[config.mk]
export PLATFORM = sky130hd
export DESIGN_NAME = scp_sqrt
export DESIGN_NICKNAME = d
export VERILOG_FILES = /design/src/scp_sqrt.sv
export SDC_FILE = /design/constraint.sdc
export NUM_CORES = 1
export LEC_CHECK = 0
export BUFFER_PORTS_ARGS = -buffer_cell sky130_fd_sc_hd__buf_2
export CORE_MARGIN = 3
export CORE_UTILIZATION = 65
export DETAILED_ROUTE_END_ITERATION = 6
export PLACE_DENSITY = 0.79
export SLEW_MARGIN = 10
export SYNTH_ARGS = -nofsm -noshare
export SYNTH_HDL_FRONTEND = slang
export SYNTH_SLANG_ARGS = --single-unit
export TNS_END_PERCENT = 50
[constraint.sdc]
create_clock -name clk -period 6.75 [get_ports clk]
set_input_delay 1.35 -clock clk [delete_from_list [all_inputs] [get_ports clk]]
set_output_delay 1.35 -clock clk [all_outputs]
set_load 0.02 [all_outputs]
[src/scp_sqrt.sv]
// Pipelined bit-by-bit integer square root, one result bit per stage.
module scp_sqrt #(
    parameter int SUM_W = 34,
    parameter int ROOT_W = 17,
    parameter int SIDE_W = 1
) (
    input  logic              clk,
    input  logic              rst_n,
    input  logic              en,
    input  logic              in_vld,
    input  logic [SUM_W-1:0]  sum,
    input  logic [SIDE_W-1:0] side_in,
    output logic              out_vld,
    output logic [ROOT_W-1:0] root,
    output logic [SIDE_W-1:0] side_out
);
    localparam int SQ_W = 2 * ROOT_W + 1;
    localparam int CMP_W = (SQ_W > SUM_W) ? SQ_W : SUM_W;

    logic              vld_reg  [0:ROOT_W];
    logic [SUM_W-1:0]  sum_reg  [0:ROOT_W];
    logic [ROOT_W-1:0] root_reg [0:ROOT_W];
    logic [SQ_W-1:0]   sq_reg   [0:ROOT_W];
    logic [SIDE_W-1:0] side_reg [0:ROOT_W];
    logic [SQ_W-1:0]   cand_sq  [1:ROOT_W];
    logic              fits     [1:ROOT_W];

    always_comb
    begin
        for (int k = 1; k <= ROOT_W; k++)
        begin
            cand_sq[k] = sq_reg[k-1] + (SQ_W'(root_reg[k-1]) << (ROOT_W - k + 1))
                + (SQ_W'(1) << (2 * (ROOT_W - k)));
            fits[k] = CMP_W'(sum_reg[k-1]) >= CMP_W'(cand_sq[k]);
        end
    end

    always_ff @(posedge clk or negedge rst_n)
    begin
        if (!rst_n)
        begin
            for (int k = 0; k <= ROOT_W; k++)
            begin
                vld_reg[k] <= 1'b0;
            end
        end
        else if (en)
        begin
            vld_reg[0] <= in_vld;
            for (int k = 1; k <= ROOT_W; k++)
            begin
                vld_reg[k] <= vld_reg[k-1];
            end
        end
    end

    always_ff @(posedge clk)
    begin
        if (en)
        begin
            sum_reg[0]  <= sum;
            root_reg[0] <= '0;
            sq_reg[0]   <= '0;
            side_reg[0] <= side_in;
            for (int k = 1; k <= ROOT_W; k++)
            begin
                sum_reg[k]  <= sum_reg[k-1];
                side_reg[k] <= side_reg[k-1];
                if (fits[k])
                begin
                    root_reg[k] <= root_reg[k-1] | (ROOT_W'(1) << (ROOT_W - k));
                    sq_reg[k]   <= cand_sq[k];
                end
                else
                begin
                    root_reg[k] <= root_reg[k-1];
                    sq_reg[k]   <= sq_reg[k-1];
                end
            end
        end
    end

    assign out_vld  = vld_reg[ROOT_W];
    assign root     = root_reg[ROOT_W];
    assign side_out = side_reg[ROOT_W];

endmodule

# Word level (Yosys, flattened, before mapping)
# Memory sizes are Yosys's and may differ from the RTL's.
# Cells that the tools add are included.
[op_classes] n_addsub=34 n_div=0 n_mux=138 eq_ne=0 reduce_logical=0 n_lt_le_gt_ge=17 shifts=0 n_mul=0 bitwise=34
[op_table] op="$ge A34 B35 Y1" n=17
[op_table] op="$mux W35" n=17
[op_table] op="$mux W17" n=17
[op_table] op="$mux W1" n=104
[op_table] op="$add A35 B1 Y35 const B" n=1
[op_table] op="$add A35 B11 Y35 const B" n=1
[op_table] op="$add A35 B13 Y35 const B" n=1
[op_table] op="$add A35 B15 Y35 const B" n=1
[op_table] op="$add A35 B17 Y35 const B" n=1
[op_table] op="$add A35 B18 Y35" n=1
[op_table] op="$add A35 B19 Y35" n=1
[op_table] op="$add A35 B19 Y35 const B" n=1
[op_table] op="$add A35 B20 Y35" n=1
[op_table] op="$add A35 B21 Y35" n=1
[op_table] op="$add A35 B21 Y35 const B" n=1
[op_table] op="$add A35 B22 Y35" n=1
[op_table] op="$add A35 B23 Y35" n=1
[op_table] op="$add A35 B23 Y35 const B" n=1
[op_table] op="$add A35 B24 Y35" n=1
[op_table] op="$add A35 B25 Y35" n=1
[op_table] op="$add A35 B25 Y35 const B" n=1
[op_table] op="$add A35 B26 Y35" n=1
[op_table] op="$add A35 B27 Y35" n=1
[op_table] op="$add A35 B27 Y35 const B" n=1
[op_table] op="15 further kinds" n=48
[totals] latch_bits=0 memories=4 ff_bits=18 elab_cells=245 romBits=0 ramBits=1566 out_inout_bits=19
[mem_list] memory="sq_reg" depth=18 width=35 rd=17 rd_ports_with_merged_regs=0 write_ports=18 line_no="23" source="logic [SQ_W-1:0] sq_reg [0:ROOT_W];"
[mem_list] memory="sum_reg" depth=18 width=34 rd=17 rd_ports_with_merged_regs=0 write_ports=18 line_no="21" source="logic [SUM_W-1:0] sum_reg [0:ROOT_W];"
[mem_list] memory="root_reg" depth=18 width=17 rd=18 rd_ports_with_merged_regs=0 write_ports=18 line_no="22" source="logic [ROOT_W-1:0] root_reg [0:ROOT_W];"
[mem_list] memory="side_reg" depth=18 width=1 rd=18 rd_ports_with_merged_regs=0 write_ports=18 line_no="24" source="logic [SIDE_W-1:0] side_reg [0:ROOT_W];"

# Longest topological paths before layout
[depth] depth_word=7 ltp_mapped=20 mapped_depth_nobuf=19

# Least setup slack after synthesis
# Ideal clock, no wire load.
[synth_path] kind="reg-to-reg" startpoint="mem sq_reg[7][8] (netlist name)" endpoint="mem sq_reg[7][41] (netlist name) (data pin)" setup_ps=260 stages_incl_launch_ff=19 required_time_ps=6490 arrival_time_ps=4263 path_buffers=1 setup_slack_ps=2227 period_less_slack_ps=4523 cell_sequence="edfxtp_1 ha_1 nand3_1 a221oi_1 a2111oi_0 o41ai_2 nand2b_1 nor2_2 nand2_1 xor2_1 ha_1 nor4bb_1 and4_1 a31oi_1 a32oi_1 o21ai_0 a311oi_2 buf_4 mux2_2"
[synth_lines] element="from (decl)" line_no="23"

==> impl_metrics.csv <==
group,metric,value,unit
synth,syn_avg_cell_area,14.2,um^2
layout,ff_latch_area,0.0310,mm^2
power,p_sw,5.00,mW
layout,diodes,0,
worst_setup_path,cp.buffers_inverters,0,
floorplanning,die_area,0.0792,mm^2
floorplanning,die_w,281,um
drt,ant_nets,0,
sta,rsz0062_at_grt,"no",
clock_tree,cts_root_buffer,"clkbuf_16",
layout,fillers,4670,
worst_setup_path,crit_fanout,30,
floorplanning,coreArea,0.0748,mm^2
synth,seq_area_frac_synth,0.629,
run_status,outcome,"finished, violations left",
worst_setup_path,crit_arrival,6.74,ns
worst_setup_path,crit_start,"root_reg[13][4]",
layout,multiInputGateArea,0.0174,mm^2
sta,max_freq,0.159,GHz
power,peakVddDrop,0.000272,V
synth,synth_common_cells,"edfxtp_1 (1019), ha_1 (408), xnor2_1 (209)",
clock_tree,tritoncts,"done",
synth,synthCells,3483,
synth,yosysMostFrequentCell,"edfxtp_1",
synth,synth_top_flop_cell,"edfxtp_1",
power,power.internal,12.5,mW
sta,finalSetupTns,0,ns
power,clkPwrFrac,0.319,
synth,synth_seq_cells,1037,
worst_setup_path,worst_setup_path_end_kind,"flip-flop",
floorplanning,die_y,281,um
synth,yosysUniqueCellTypes,98,
power,total_power,17.5,mW
clock_tree,hold_buffers,0,
grt,grt_max_degree,196,
synth,yosys-top-cells-area,"edfxtp_1 (62%), ha_1 (10%), xnor2_1 (3.7%), xor2_1 (2.5%), a21oi_1 (1.7%)",
drt,viasPerCell,6.07,
sta,finClkSkew,0.0664,ns
clock_tree,clk_pin_slew,0.06,ns
sta,layout_setup_ws,0.454,ns
place,dp_hpwl,71.6,mm
worst_setup_path,crit_type,"flip-flop to flip-flop",
worst_hold_path,hp-class,"flip-flop to flip-flop",
clock_tree,postCtsSetupRepairBufs,0,
worst_setup_path,worstReg2RegEnd,"sq_reg[7][34]",
grt,grt_pass1_wl,157,mm
layout,syn2layout_area_growth,9.83,%
floorplanning,start_util,0.659,
clock_tree,worstSkewPairLatency,0.69,ns
clock_tree,cts.path.max_buffers,3,
sta,finalSetupViolCount,0,
clock_tree,cts_buffers,102,
grt,antenna_found_initial,1,
synth,synth_edf_count,1019,
clock_tree,htree_levels,3,
synth,ys_warn_count,0,
synth,synth_async_sr_flop_share,0.0174,
clock_tree,cts_sinks,1037,
run_status,violations,"design-rule violations",
worst_setup_path,timing.rr.start,"root_reg[13][4]",
place,place_ws,0.417,ns
drt,vias,28307,
power,leakagePower,20.5,nW
job,cap_violations,0,
drt,dr.pass1.iters,7,
place,placed_area,0.0508,mm^2
worst_setup_path,rrSetupSlack,0.45,ns
worst_setup_path,worst-r2r-cell-count,16,
clock_tree,postCtsResizedCells,0,
worst_setup_path,crit_path_frequent_cell,"ha_1",
sta,period_minus_slack,6.30,ns
drt,drt-initial-drc-count,1555,
worst_setup_path,crit_end,"sq_reg[7][34]",
layout,largest_reg_flops,578,
worst_setup_path,crit_required,7.19,ns
power,p_per_area,324,mW/mm^2
drt,drc,1,
sta,relSlewSlack,0.195,
sta,finalCritPeriodShare,0.933,
power,comb_power_share,0.209,
power,p_sw_frac,0.285,
worst_setup_path,cpPeakStageDelay,0.76,ns
floorplanning,boundaryPins,58,
synth,syn-cell-area,0.0493,mm^2
floorplanning,core.rowCount,100,
worst_setup_path,path_delay_family,"compound AO/OA/AOI/OAI gates",
grt,grtUsageTotal,0.255,
worst_setup_path,start_kind,"flip-flop",
drt,wl_per_cell,21.3,um
worst_setup_path,cp.depth,16,
drt,routed_wl,99.3,mm
sta,worstMarginPinSlew,1.20,ns
grt,overflow,0,
layout,final_area,0.0542,mm^2
synth,synth_top_area_frac,0.620,
sta,final-max-slew-violation-count,0,
place,gp_congestion,0.966,
worst_setup_path,cp_cell_sequence,"ha_1 -> ha_1 -> a211o_1 -> a2111oi_4 -> o221ai_2 -> o31ai_2 -> nor2_1 -> nand3_1 -> xor2_1 -> ha_1 -> nand4_1 -> or4_1 -> a2111oi_0 -> o32a_2 -> nand2b_1 -> xnor2_1",
synth,yosysTopAreaCell,"edfxtp_1",
place,io_buffer_count,57,
sta,hold_viol,0,
worst_setup_path,cp_slowest_cell,"o32a_2",
layout,fin_util,0.724,
power,pwr-share-seq,0.472,
grt,grt_pass1_vias,29977,
layout,drive_above_1_share,0.0866,
synth,syn-num-nets,3930,
layout,fin_nets,4057,
layout by cell type, fill, tap and decap left out, types with 102 or more instances in the layout:
cell type | synthesis | layout
a21oi_1 | 166 | 166
clkbuf_16 | 0 | 102
edfxtp_1 | 1019 | 1019
ha_1 | 408 | 408
inv_1 | 145 | 145
nand2_1 | 174 | 174
nor2_1 | 139 | 139
o21ai_0 | 110 | 110
xnor2_1 | 209 | 209
xor2_1 | 143 | 143
per-layer routing:
layer	GRT usage	vias up	wire length [um]
li1	-	13569	-
met1	0.244	13729	33500
met2	0.509	704	55600
met3	0.0363	305	3350
met4	0.156	0	6840
met5	0	-	0
worst min-delay path by stage:
| stage | start | endpoint | slack, ns | cells after the start |
|---|---|---|---|---|
| floorplan | side_reg[9] | side_reg[10] | 0.40 | 0 |
| global placement | sum_reg[2][12] | sum_reg[3][12] | 0.40 | 0 |
| detailed placement | side_reg[15] | side_reg[16] | 0.40 | 0 |
| CTS | sum_reg[8][6] | sum_reg[9][6] | 0.41 | 0 |
| global route | side_reg[11] | side_reg[12] | 0.42 | 0 |
| finish | sum_reg[8][6] | sum_reg[9][6] | 0.42 | 0 |
per-stage QoR:
stage,hold slack (ns),cells
floorplan,0.400,3483
global placement,0.401,4475
detailed placement,0.405,4475
CTS,0.413,4665
global route,0.416,4665
finish,0.415,4665
power by group through the flow:
stage	registers, mW	logic, mW	clock network (mW)
finish	8.27	3.66	5.60
global route	8.33	4.09	5.97
CTS	8.26	3.67	5.71
detailed placement	8.39	3.63	0
global placement	8.35	3.48	0
floorplan	8.22	2.64	0
cells by family after synthesis:
| group | Yosys count | share of synthesized area |
|---|---|---|
| mux | 106 | 0.0227 |
| simple gates | 747 | 0.0794 |
| xor+xnor | 353 | 0.0628 |
| buf+inv | 208 | 0.0171 |
| compound gates | 624 | 0.0851 |
| flops | 1037 | 0.629 |
| fa+ha+maj | 408 | 0.103 |
area by class of cell:
| type | count | share of cell area |
|---|---|---|
| clock buffers | 130 | 0.0505 |
| clock inverters | 60 | 0.0113 |
| inverters | 145 | 0.0100 |
| multi-input cells | 2238 | 0.322 |
| flip-flops and latches | 1037 | 0.573 |
| well taps | 969 | 0.0224 |
| repair buffers | 86 | 0.0106 |
No activity file was read; power rests on OpenSTA's default activity.
