### config.mk
export PLATFORM = sky130hd
export DESIGN_NAME = scp_div
export DESIGN_NICKNAME = d
export VERILOG_FILES = /design/src/scp_pkg.sv /design/src/scp_div.sv
export SDC_FILE = /design/constraint.sdc
export NUM_CORES = 1
export LEC_CHECK = 0
export BUFFER_PORTS_ARGS = -buffer_cell sky130_fd_sc_hd__buf_2
export CAP_MARGIN = 20
export CORE_MARGIN = 8
export CORE_UTILIZATION = 40
export DETAILED_ROUTE_END_ITERATION = 8
export PLACE_DENSITY = 0.57
export SKIP_CTS_REPAIR_TIMING = 1
export SYNTH_ARGS = -nofsm -noshare
export SYNTH_HDL_FRONTEND = slang
export SYNTH_SLANG_ARGS = --single-unit
### constraint.sdc
create_clock -name clk -period 2.74 [get_ports clk]
set_input_delay 0.137 -clock clk [delete_from_list [all_inputs] [get_ports clk]]
set_output_delay 0.137 -clock clk [all_outputs]
set_load 0.005 [all_outputs]
### src/scp_pkg.sv
// Shared widths, constants and types for the segment closest points pipeline.
package scp_pkg;

    localparam int COORD_WIDTH = 16;
    localparam int RATIO_FRACTION_BITS = 16;
    localparam int LIMIT_WIDTH = 8;

    localparam int DIFF_W = COORD_WIDTH + 1;
    localparam int DOT_W = 2 * DIFF_W + 1;
    localparam int PROD_W = 2 * DOT_W;
    localparam int QUAD_W = PROD_W + 1;
    localparam int RATIO_W = RATIO_FRACTION_BITS + 1;
    localparam int GAP_W = COORD_WIDTH + 1;
    localparam int SUM_W = 2 * DIFF_W;

    localparam logic [RATIO_W-1:0] RATIO_ONE = {1'b1, {RATIO_FRACTION_BITS{1'b0}}};

    typedef struct packed {
        logic signed [COORD_WIDTH-1:0] first_start_x;
        logic signed [COORD_WIDTH-1:0] first_start_y;
        logic signed [COORD_WIDTH-1:0] first_end_x;
        logic signed [COORD_WIDTH-1:0] first_end_y;
        logic signed [COORD_WIDTH-1:0] second_start_x;
        logic signed [COORD_WIDTH-1:0] second_start_y;
        logic signed [COORD_WIDTH-1:0] second_end_x;
        logic signed [COORD_WIDTH-1:0] second_end_y;
    } scp_request_t;

    typedef struct packed {
        logic signed [COORD_WIDTH-1:0] near_first_x;
        logic signed [COORD_WIDTH-1:0] near_first_y;
        logic signed [COORD_WIDTH-1:0] near_second_x;
        logic signed [COORD_WIDTH-1:0] near_second_y;
        logic [GAP_W-1:0]              gap_length;
    } scp_result_t;

    typedef struct packed {
        logic signed [COORD_WIDTH-1:0] p1x;
        logic signed [COORD_WIDTH-1:0] p1y;
        logic signed [COORD_WIDTH-1:0] p2x;
        logic signed [COORD_WIDTH-1:0] p2y;
        logic signed [DIFF_W-1:0]      d1x;
        logic signed [DIFF_W-1:0]      d1y;
        logic signed [DIFF_W-1:0]      d2x;
        logic signed [DIFF_W-1:0]      d2y;
        logic signed [DOT_W-1:0]       a;
        logic signed [DOT_W-1:0]       e;
        logic signed [DOT_W-1:0]       b;
        logic signed [DOT_W-1:0]       c;
        logic signed [DOT_W-1:0]       f;
    } scp_geo_t;

    typedef struct packed {
        scp_geo_t                 geo;
        logic                     a_pt;
        logic                     e_pt;
        logic signed [QUAD_W-1:0] denom;
        logic signed [QUAD_W-1:0] snum;
    } scp_front_t;

endpackage

### src/scp_div.sv
// Pipelined restoring divider giving a ratio clamped to 0..1, one quotient bit per stage.
module scp_div #(
    parameter int NUM_W = 8,
    parameter int DEN_W = 8,
    parameter int SIDE_W = 1
) (
    input  logic                          clk,
    input  logic                          rst_n,
    input  logic                          en,
    input  logic                          in_vld,
    input  logic signed [NUM_W-1:0]       num,
    input  logic signed [DEN_W-1:0]       den,
    input  logic [SIDE_W-1:0]             side_in,
    output logic                          out_vld,
    output logic [scp_pkg::RATIO_W-1:0]   quo,
    output logic [SIDE_W-1:0]             side_out
);
    import scp_pkg::*;

    localparam int CMP_W = (NUM_W > DEN_W) ? NUM_W : DEN_W;
    localparam int RF = RATIO_FRACTION_BITS;

    logic signed [CMP_W-1:0] num_ext;
    logic signed [CMP_W-1:0] den_ext;
    logic                    vld_reg  [0:RF];
    logic                    zero_reg [0:RF];
    logic                    one_reg  [0:RF];
    logic [DEN_W-1:0]        rem_reg  [0:RF];
    logic [DEN_W-1:0]        den_reg  [0:RF];
    logic [RF-1:0]           quo_reg  [0:RF];
    logic [SIDE_W-1:0]       side_reg [0:RF];
    logic [DEN_W-1:0]        shl      [1:RF];
    logic                    geq      [1:RF];

    assign num_ext = CMP_W'(num);
    assign den_ext = CMP_W'(den);

    always_comb
    begin
        for (int k = 1; k <= RF; k++)
        begin
            shl[k] = {rem_reg[k-1][DEN_W-2:0], 1'b0};
            geq[k] = shl[k] >= den_reg[k-1];
        end
    end

    always_ff @(posedge clk or negedge rst_n)
    begin
        if (!rst_n)
        begin
            for (int k = 0; k <= RF; k++)
            begin
                vld_reg[k] <= 1'b0;
            end
        end
        else if (en)
        begin
            vld_reg[0] <= in_vld;
            for (int k = 1; k <= RF; k++)
            begin
                vld_reg[k] <= vld_reg[k-1];
            end
        end
    end

    always_ff @(posedge clk)
    begin
        if (en)
        begin
            zero_reg[0] <= (den_ext <= 0) || (num_ext <= 0);
            one_reg[0]  <= num_ext >= den_ext;
            rem_reg[0]  <= DEN_W'(num);
            den_reg[0]  <= $unsigned(den);
            quo_reg[0]  <= '0;
            side_reg[0] <= side_in;
            for (int k = 1; k <= RF; k++)
            begin
                zero_reg[k] <= zero_reg[k-1];
                one_reg[k]  <= one_reg[k-1];
                den_reg[k]  <= den_reg[k-1];
                side_reg[k] <= side_reg[k-1];
                if (geq[k])
                begin
                    rem_reg[k] <= shl[k] - den_reg[k-1];
                    quo_reg[k] <= {quo_reg[k-1][RF-2:0], 1'b1};
                end
                else
                begin
                    rem_reg[k] <= shl[k];
                    quo_reg[k] <= {quo_reg[k-1][RF-2:0], 1'b0};
                end
            end
        end
    end

    assign out_vld  = vld_reg[RF];
    assign side_out = side_reg[RF];
    assign quo = zero_reg[RF] ? '0 : (one_reg[RF] ? RATIO_ONE : {1'b0, quo_reg[RF]});

endmodule

Word-level counts from Yosys, hierarchy flattened
Memories as Yosys holds them, arrays and structs flattened.
Cells that the tools add are included.
{"block": "classes", "n_addsub": 16, "bitwise_logic": 32, "order_cmp": 19, "reduce_logical": 1, "mux": 132}
{"operator": "2-to-1 mux 16 bit", "n": 16}
{"operator": "greater-or-equal comparator 8 bit", "n": 17}
{"operator": "2-to-1 mux 8 bit", "n": 16}
{"operator": "subtractor 8 bit", "n": 16}
{"operator": "2-to-1 mux 1 bit", "n": 98}
{"operator": "2-to-1 mux 17 bit", "n": 2}
{"operator": "OR 1 bit", "n": 32}
{"operator": "<= comparator 8 x 1 -> 1 bit, second input constant", "n": 2}
{"operator": "logical OR 1 bit", "n": 1}
{"block": "word_totals", "elab_cells": 223, "ramBits": 595, "out_inout_bits": 19, "memories": 6, "in_bits": 21, "ff_bits": 17}
{"name": "quo_reg", "words": 17, "word_bits": 16, "rd": 17, "rd_clocked_by_memory_dff": 0, "write_ports": 17, "line": "scp_div.sv:30", "source": "logic [RF-1:0] quo_reg [0:RF];"}
{"name": "den_reg", "words": 17, "word_bits": 8, "rd": 16, "rd_clocked_by_memory_dff": 0, "write_ports": 17, "line": "scp_div.sv:29", "source": "logic [DEN_W-1:0] den_reg [0:RF];"}
{"name": "rem_reg", "words": 17, "word_bits": 8, "rd": 16, "rd_clocked_by_memory_dff": 0, "write_ports": 17, "line": "scp_div.sv:28", "source": "logic [DEN_W-1:0] rem_reg [0:RF];"}
{"name": "one_reg", "words": 17, "word_bits": 1, "rd": 17, "rd_clocked_by_memory_dff": 0, "write_ports": 17, "line": "scp_div.sv:27", "source": "logic one_reg [0:RF];"}
{"name": "side_reg", "words": 17, "word_bits": 1, "rd": 17, "rd_clocked_by_memory_dff": 0, "write_ports": 17, "line": "scp_div.sv:31", "source": "logic [SIDE_W-1:0] side_reg [0:RF];"}
{"name": "zero_reg", "words": 17, "word_bits": 1, "rd": 17, "rd_clocked_by_memory_dff": 0, "write_ports": 17, "line": "scp_div.sv:26", "source": "logic zero_reg [0:RF];"}

Longest topological paths before layout
Gate-level depths: netlist of run 1.
An unclocked memory read counts as a cell.
{"block": "depth", "word_depth": 6, "depth_mapped": 9, "ltp_nobuf": 8}

Worst setup path after synthesis of run 1
OpenSTA, ideal clock, no wires.
{"block": "synth_path", "path_kind": "reg2reg", "from": "memory rem_reg[13][0]", "to": "memory rem_reg[14][1], data pin", "required_ps": 2478, "period_less_slack_ps": 2097, "path_buffers": 0, "slack_ps": 643, "arrival_time_ps": 1835, "setup_time_ps": 262, "path_stages_with_launch": 7, "path_cell_list": "edfxtp_1 -> ha_1 -> ha_1 -> o21ai_1 -> a211oi_2 -> nor4b_4 -> mux2_1"}
{"item": "from (decl)", "line": "scp_div.sv:28"}

==> flow_summary.yaml, run 1 <==
outcome:
  status: "completed"
route:
  drt_wl_total_um: 32410
  ant_nets: 0
  drt_pass1_iterations: 4
  drc: 0
  drt_iter0_markers: 583
  viasPerCell: 4.799
  vias: 10841
  post_drt_wl_per_cell_um: 14.34
global_routing:
  grt_overflow: 0
  track_usage_pct: 11.04
  grt_antenna_before_repair: 0
  grt_pass1_wl_um: 54230
  grt_max_degree: 98
  grt_pass1_vias: 11072
logic_synthesis:
  synthMuxAreaShare_pct: 1.766
  ys.warnings.count: 0
  syn_area_per_cell_um2: 14.10
  synthXorXnorAreaFrac_pct: 1.932
  syn_area_um2: 20400
  synth-compound-area-share_pct: 10.62
  synth-simple-area-share_pct: 7.243
  synth_top_area_cell: "edfxtp_1"
  syn_inst: 1447
  synth_area_leaders: "edfxtp_1 63%, ha_1 8.3%, inv_1 2.8%, dfrtp_1 2.1%, o21ai_0 2.0%"
  synth_top_family_by_area: "compound AO/OA/AOI/OAI gates"
  yosysSeqAreaShare_pct: 64.89
  synth_adder_area_share_pct: 9.752
  synth_cell_types: 40
  synth-edff-count: 426
  synth_top_area_share_pct: 62.70
  synth_nets: 1618
  ys_ff_latch: 444
  async_reset_ff_share_pct: 3.829
  synth_flop_cell: "edfxtp_1"
floorplan:
  io_pins: 40
  fp.dieW_um: 241.8
  die_area_um2: 58480
  die_h_um: 241.8
  initial_utilization_pct: 40.58
  core_um2: 50270
  row_count: 82
pwr:
  power_density_nw_per_um2: 832.0
  p_switching_w: 0.005127
  sequentialPowerShare_pct: 46.4
  p_leak_nw: 9.041
  comb_power_share_pct: 20.1
  peakVddDrop_uv: 525.5
  clkPwrFrac_pct: 33.5
  sw_frac_of_total_pct: 26.40
  p_int_w: 0.01429
cells_and_area:
  syn2layout_area_growth_pct: 14.42
  final_area_um2: 23340
  instances_no_fill: 2259
  largest_reg_flops: 136
  diodes: 0
  nets: 1719
  drive_gt1_share_pct: 12.60
sta:
  setup_viol: 0
  fin_crit_sh_pct: 89.08
  max_freq_ghz: 0.4097
  worst_pin_slew_ps: 650.3
  finalClockSkew_ps: 12.86
  relSlewSlack_pct: 56.49
  finalMaxSlewViolations: 0
  rsz0062_at_grt: "no"
  hold_viol: 0
  min_period_ps: 2441
  tns_ps: 0
placed_design:
  post-place-cells: 2149
  dpl-instance-area_um2: 21520
  place_congestion: 0.8257
  io_buffers: 39
  hpwl_um: 22270
worst_setup_path:
  cp.required_ps: 3060
  start_kind: "flop"
  crit_type: "reg2reg"
  critPathCaptureType: "flop"
  r2r-start: "den_reg[0][64]"
  r2r-end: "rem_reg[9][1]"
  path_max_fanout: 6
  cp.arrival_ps: 2760
  reg2regPathDepth: 6
  regToRegSetupSlack_ps: 300
clock_tree:
  cts_tree: "yes"
  cts.clk_slew.worst_paths_ps: 60
  cts.sinks: 444
  cts_buffers: 49
  clock_latency_ps: 580
  htreeDepth: 2
  cts_max_path_buffers: 3
  cts_root_buffer: "clkbuf_16"
flow_run:
  cap_violations: 0
worst_hold_path:
  hp-class: "in2async"
[power groups by stage]
stage	clock network [W]	logic, W	registers, W
floorplan	0	0.00309	0.00898
global placement	0	0.00382	0.00914
detailed placement	0	0.00389	0.00916
CTS	0.00678	0.00392	0.00902
global route	0.00703	0.00443	0.00911
finish	0.00651	0.00391	0.00900
[synthesized netlist by cell type, types with 20 or more instances]
cell type,instances
edfxtp_1,426
nor2_1,59
ha_1,135
a21oi_1,52
a21o_1,26
a211oi_1,28
o21a_1,50
nand2_1,97
and2_1,31
xor2_1,30
inv_1,150
mux2_2,31
o21ai_0,82
nor3_1,20
clkbuf_1,20
[layout make-up]
| type | count | area [um^2] |
|---|---|---|
| Clock buffer | 57 | 1277 |
| Clock inverter | 33 | 342.8 |
| Fill cell | 4464 | 26930 |
| Inverter | 150 | 563.0 |
| Multi-Input combinational cell | 814 | 6389 |
| Sequential cell | 444 | 13240 |
| Tap cell | 672 | 840.8 |
| Timing Repair Buffer | 89 | 693.2 |
[cell families (layout without fill, tap and decap cells)]
kind of cell	after synthesis	count (layout)
AO/OA/AOI/OAI	327	327
XOR/XNOR	45	45
adder cells (fa/ha/maj)	150	150
buffers and inverters	189	329
flip-flops	444	444
multiplexers	32	32
AND/OR/NAND/NOR	260	260
[layout by cell type (no fill, tap or decap), types with 16 or more instances in the layout]
cell type / n
o21ai_1: 19
nand2_1: 97
inv_1: 150
mux2_2: 31
nor2b_1: 18
o21ai_0: 82
buf_2: 38
nor3_1: 20
ha_1: 135
clkbuf_16: 50
a21o_1: 26
o31ai_1: 19
a211oi_1: 28
nand4_1: 16
nor2_1: 59
dlygate4sd3_1: 20
edfxtp_1: 426
o21a_1: 50
a21oi_1: 52
dfrtp_1: 17
xor2_1: 30
buf_4: 25
and2_1: 31
[worst max-delay path, cell delays in order (launching register included)]
cell	delay, ps
edfxtp_1	440
inv_1	120
fa_1	480
o21ai_1	210
a211oi_2	120
nor4b_4	440
mux2_2	380
[how the worst max path moves through the flow]
| stage | from | end | depth (start not counted) |
|---|---|---|---|
| floorplan | rem_reg[13][0] | rem_reg[14][1] | 6 |
| detailed placement | den_reg[0][64] | rem_reg[9][1] | 6 |
| global route | den_reg[0][64] | rem_reg[9][1] | 6 |
| finish | den_reg[0][64] | rem_reg[9][1] | 6 |
| global placement | den_reg[0][64] | rem_reg[9][1] | 6 |
| CTS | den_reg[0][64] | rem_reg[9][1] | 6 |
[metal layers]
layer,wire [um],GRT usage (%)
met1,14410,13.57
met2,15920,18.84
met3,1175,2.348
met4,901,4.399
met5,0,0
[metrics by stage]
step	hold WS [ps]	total power [W]	utilization, %	setup WS [ps]
global placement	63.58	0.01297	42.81	355.9
CTS	-563.3	0.01972	46.04	262.2
floorplan	-158.6	0.01207	-	643.2
global route	17.41	0.02057	46.43	178.9
finish	10.44	0.01942	46.43	299.3
detailed placement	75.92	0.01305	42.81	302.4
No activity file was read; power rests on OpenSTA's default activity.
==> run 2: changes to the inputs <==
CORE_UTILIZATION = 25   (was 40)
GPL_TIMING_DRIVEN = 0   (was unset)
PLACE_DENSITY = 0.41   (was 0.57)
==> run 2 against run 1 <==
  * Sequential power barely moved
  * Critical path type unchanged
  * Register-to-register slack barely moved
  * Sequential cell count did not move
  * Wire length rose by 19%
  * Clock power rose by 9.8%
  * Clock skew rose by 12 ps
  * Clock-buffer cell count rose by 10
  * Core utilization fell by 17 points
  * Via count rose by 2.0%
  * Sequential share of layout area fell by 1.8 points
  * Critical path depth rose by 1
  * Total power rose by 3.7%
  * Highest routed layer unchanged
==> flow_summary.yaml, run 2 (synthesis results as in run 1) <==
outcome:
  status: "completed"
worst_setup_path:
  path_max_fanout: 10
  r2r-start: "den_reg[0][48]"
  reg2regPathDepth: 7
  critPathCaptureType: "flop"
  cp.arrival_ps: 2740
  start_kind: "flop"
  r2r-end: "rem_reg[7][2]"
  regToRegSetupSlack_ps: 290
  crit_type: "reg2reg"
  cp.required_ps: 3030
clock_tree:
  clock_latency_ps: 590
  cts_tree: "yes"
  cts_root_buffer: "clkbuf_16"
  cts.sinks: 444
  cts_max_path_buffers: 3
  htreeDepth: 2
  cts.clk_slew.worst_paths_ps: 60
  cts_buffers: 52
sta:
  finalClockSkew_ps: 24.82
  fin_crit_sh_pct: 89.55
  worst_pin_slew_ps: 871.9
  finalMaxSlewViolations: 0
  hold_viol: 0
  min_period_ps: 2454
  rsz0062_at_grt: "no"
  setup_viol: 0
  max_freq_ghz: 0.4076
  relSlewSlack_pct: 41.87
route:
  post_drt_wl_per_cell_um: 14.42
  ant_nets: 0
  vias: 11057
  drt_wl_total_um: 38520
  viasPerCell: 4.138
  drc: 0
  drt_iter0_markers: 577
  drt_pass1_iterations: 5
worst_hold_path:
  hp-class: "in2async"
cells_and_area:
  syn2layout_area_growth_pct: 18.15
  fillers: 8099
  final_common_cell: "edfxtp_1"
  largest_reg_flops: 136
  nets: 1743
  final_cell_mix: "426 x edfxtp_1, 150 x inv_1, 135 x ha_1, 97 x nand2_1, 82 x o21ai_0"
  diodes: 0
  drive_gt1_share_pct: 12.72
  instances_no_fill: 2672
global_routing:
  grt_overflow: 0
  grt_pass1_wl_um: 61450
  grt_pass1_vias: 11758
  grt_antenna_before_repair: 0
  track_usage_pct: 8.278
  grt_max_degree: 67
pwr:
  peakVddDrop_uv: 474.0
  p_leak_nw: 9.162
  power_density_nw_per_um2: 835.5
  p_total_w: 0.02014
floorplan:
  die_h_um: 301.7
  die_area_um2: 91000
  io_pins: 40
  core_um2: 80680
  initial_utilization_pct: 25.29
  fp.dieW_um: 301.7
  row_count: 104
placed_design:
  hpwl_um: 27000
  place_congestion: 0.7654
  io_buffers: 39
  post-place-cells: 2549
flow_run:
  cap_violations: 0
[run 2: cell type report]
type                       count  area, um^2  area share, %
sequential                   444       13240          54.92
multi-input combinational    814        6389          26.51
clock buffer                  67        1461          6.063
tap                         1060        1326          5.502
timing repair buffer          71       595.6          2.471
inverter                     150       563.0          2.336
clock inverter                27       316.6          1.313
buffer                        39       214.0         0.8877
[run 2: worst max-delay path, cell delays in order, from the launching register on]
cell	delay, ps
edfxtp_1	440
inv_1	130
fa_1	520
o21ai_1	200
a211oi_2	110
nor4b_4	370
buf_4	230
o21ai_0	150
[run 2: stage by stage]
stage / hold slack, ps / util (%) / area (um^2) / setup TNS [ps] / worst slack, ps
after floorplan: -158.6 / - / 20400 / 0 / 643.2
after global placement: 69.14 / 27.17 / 21920 / -1487930 / -3554
after detailed placement: 85.21 / 27.27 / 22000 / -95810 / -610.8
after CTS: -555.6 / 29.48 / 23780 / 0 / 15.61
after global routing: 22.20 / 29.88 / 24100 / 0 / 102.3
final: 29.07 / 29.88 / 24100 / 0 / 286.4
[run 2: where the power goes]
group / total (W) / switching, W / internal, W / leakage [nW]
Clock: 0.00715 / 0.00275 / 0.00440 / 0.861
Sequential: 0.00901 / 0.000412 / 0.00860 / 4.38
Combinational: 0.00398 / 0.00219 / 0.00178 / 3.92
Total: 0.0201 / 0.00536 / 0.0148 / 9.16
[run 2: worst max path at each step]
stage	startpoint	slack, ps	to	depth (start not counted)
after floorplan	rem_reg[13][0]	640	rem_reg[14][1]	6
after global placement	en	-3550	rem_reg[12][0]	4
after detailed placement	en	-610	rem_reg[12][0]	5
after CTS	en	20	quo_reg[12][5]	5
after global routing	den_reg[0][48]	100	rem_reg[7][2]	7
final	den_reg[0][48]	290	rem_reg[7][2]	7
[run 2: metal layers]
layer | routed length [um] | vias up | GRT usage, % | part of all wire, %
li1 | - | 5581 | - | -
met1 | 16840 | 5280 | 9.777 | 44
met2 | 19350 | 137 | 14.78 | 50
met3 | 1333 | 59 | 1.699 | 3.5
met4 | 999 | 0 | 2.979 | 2.6
met5 | 0 | - | 0 | 0
==> run 3: changes to the inputs <==
SETUP_SLACK_MARGIN = 0.1   (was unset)
clock period = 3 ns   (was 2.74 ns; I/O delays follow)
==> run 3 against run 2 <==
  * Critical path depth fell by 2
  * Sequential cell count did not move
  * Non-clock buffer count is 6 lower
  * Sequential power decreased by 8.7%
  * Via count shrank 0.32%
  * Die area stayed put
  * Global-route usage stayed put
  * Total power down 8.7%
  * Cell count decreased by 0.22%
  * Worst setup slack improved by 170 ps
  * Critical path type is now in2reg
  * Critical endpoint is now rem_reg[10][1]
  * Highest routed layer unchanged
==> flow_summary.yaml, run 3 (synthesis results as in run 1) <==
route:
  drt_wl_total_um: 37930
  drt_iter0_markers: 599
  viasPerCell: 4.134
  vias: 11022
  post_drt_wl_per_cell_um: 14.23
  drc: 0
  drt_pass1_iterations: 4
  ant_nets: 0
cells_and_area:
  final_cell_mix: "426 x edfxtp_1, 150 x inv_1, 135 x ha_1, 97 x nand2_1, 82 x o21ai_0"
  nets: 1737
  drive_gt1_share_pct: 12.58
  largest_reg_flops: 136
  syn2layout_area_growth_pct: 17.79
  diodes: 0
  final_common_cell: "edfxtp_1"
  finish.utilization_pct: 29.79
global_routing:
  track_usage_pct: 8.278
  grt_overflow: 0
  grt_pass1_vias: 11758
  grt_max_degree: 67
  grt_antenna_before_repair: 0
  grt_pass1_wl_um: 61450
sta:
  finalClockSkew_ps: 24.60
  worst_pin_slew_ps: 1008
  finalMaxSlewViolations: 0
  rsz0062_at_grt: "no"
  hold_viol: 0
  setup_viol: 0
  finalWorstSetupSlack_ps: 457.9
  relSlewSlack_pct: 32.83
  max_freq_ghz: 0.3934
  min_period_ps: 2542
  fin_crit_sh_pct: 84.74
worst_setup_path:
  cp.required_ps: 3190
  cp_cell_sequence: "buf_8 -> buf_16 -> clkbuf_2 -> clkbuf_1 -> clkbuf_1"
  crit_top_cell: "clkbuf_1"
  critPathCaptureType: "flop"
  worst_path_max_delay_cell: "clkbuf_1"
  critPathBufInv: 5
  start_kind: "input pin"
  max_stage_delay_ps: 800
  cp.arrival_ps: 2740
  path_max_fanout: 64
  crit_type: "in2reg"
  cpLargestDelayFamily: "buffers and inverters"
clock_tree:
  cts_tree: "yes"
  cts.clk_slew.worst_paths_ps: 50
  cts_root_buffer: "clkbuf_16"
  cts.sinks: 444
  cts_max_path_buffers: 3
  cts_buffers: 52
  clock_latency_ps: 590
  htreeDepth: 2
worst_hold_path:
  hp-class: "in2reg"
pwr:
  p_leak_nw: 9.126
  peakVddDrop_uv: 432.4
  power_density_nw_per_um2: 765.1
placed_design:
  place_congestion: 0.7654
  hpwl_um: 27000
  pre_cts_slack_ps: -363.8
  io_buffers: 39
outcome:
  status: "completed"
flow_run:
  cap_violations: 0
floorplan:
  die_h_um: 301.7
  core_um2: 80680
  die_area_um2: 91000
  fp.dieW_um: 301.7
  initial_utilization_pct: 25.29
  io_pins: 40
  row_count: 104
-- run 3: changes by cell type in the layout (fill, tap and decap cells not counted), sizes merged --
cell         change
buf              -1
dlygate4sd3      -5
-- run 3: final timing paths --
| kind | from | endpoint | slack [ps] | cells after the start |
|---|---|---|---|---|
| worst max-delay path | en | rem_reg[10][1] | 460 | 5 |
| worst min-delay path | en | den_reg[0][24] | 2 | 1 |
| worst max register to register | den_reg[0][56] | rem_reg[8][1] | 530 | 6 |
| worst min register to register | quo_reg[14][1] | quo_reg[15][2] | 400 | 0 |
| max in group asynchronous | rst_n | vld_reg[8] | 2680 | 2 |
| min in group asynchronous | rst_n | vld_reg[16] | 40 | 2 |
-- run 3: worst reg2reg max path, delay by kind of cell, from the launching register on --
| kind | cells | cell delay (ps) |
|---|---|---|
| mux | 1 | 390 |
| flops | 1 | 440 |
| simple gates | 1 | 400 |
| buf+inv | 1 | 130 |
| fa+ha+maj | 1 | 520 |
| compound gates | 2 | 340 |
-- run 3: routing by layer --
| metal | GRT usage (%) | share of wire (%) |
|---|---|---|
| met1 | 9.777 | 44 |
| met2 | 14.78 | 50 |
| met3 | 1.699 | 3.6 |
| met4 | 2.979 | 2.6 |
| met5 | 0 | 0 |
-- run 3: final cells by class --
class,instances,area (um^2)
plain buffers,39,211.5
clock buffers,67,1461
clock inverters,27,316.6
fillers,8101,56650
inverters,150,563.0
multi-input cells,814,6389
flip-flops and latches,444,13240
well taps,1060,1326
repair buffers,65,525.5
-- run 3: power breakdown --
group	switching, W	leakage, nW	internal, W
sequential	0.000377	4.38	0.00786
combinational	0.00200	3.88	0.00162
clock	0.00252	0.861	0.00402
total	0.00489	9.13	0.0135
-- run 3: per-stage QoR --
step | setup TNS [ps] | hold WS, ps | cell area (um^2) | total power, W | instances
final | 0 | 1.999 | 24030 | 0.01839 | 2666
after global routing | 0 | 1.145 | 24030 | 0.01944 | 2666
after CTS | 0 | -542.6 | 23780 | 0.01869 | 2643
after detailed placement | -35010 | 98.21 | 22000 | 0.01199 | 2549
after global placement | -1344910 | 82.14 | 21920 | 0.01194 | 2546
after floorplan | 0 | -145.6 | 20400 | 0.01103 | 1447
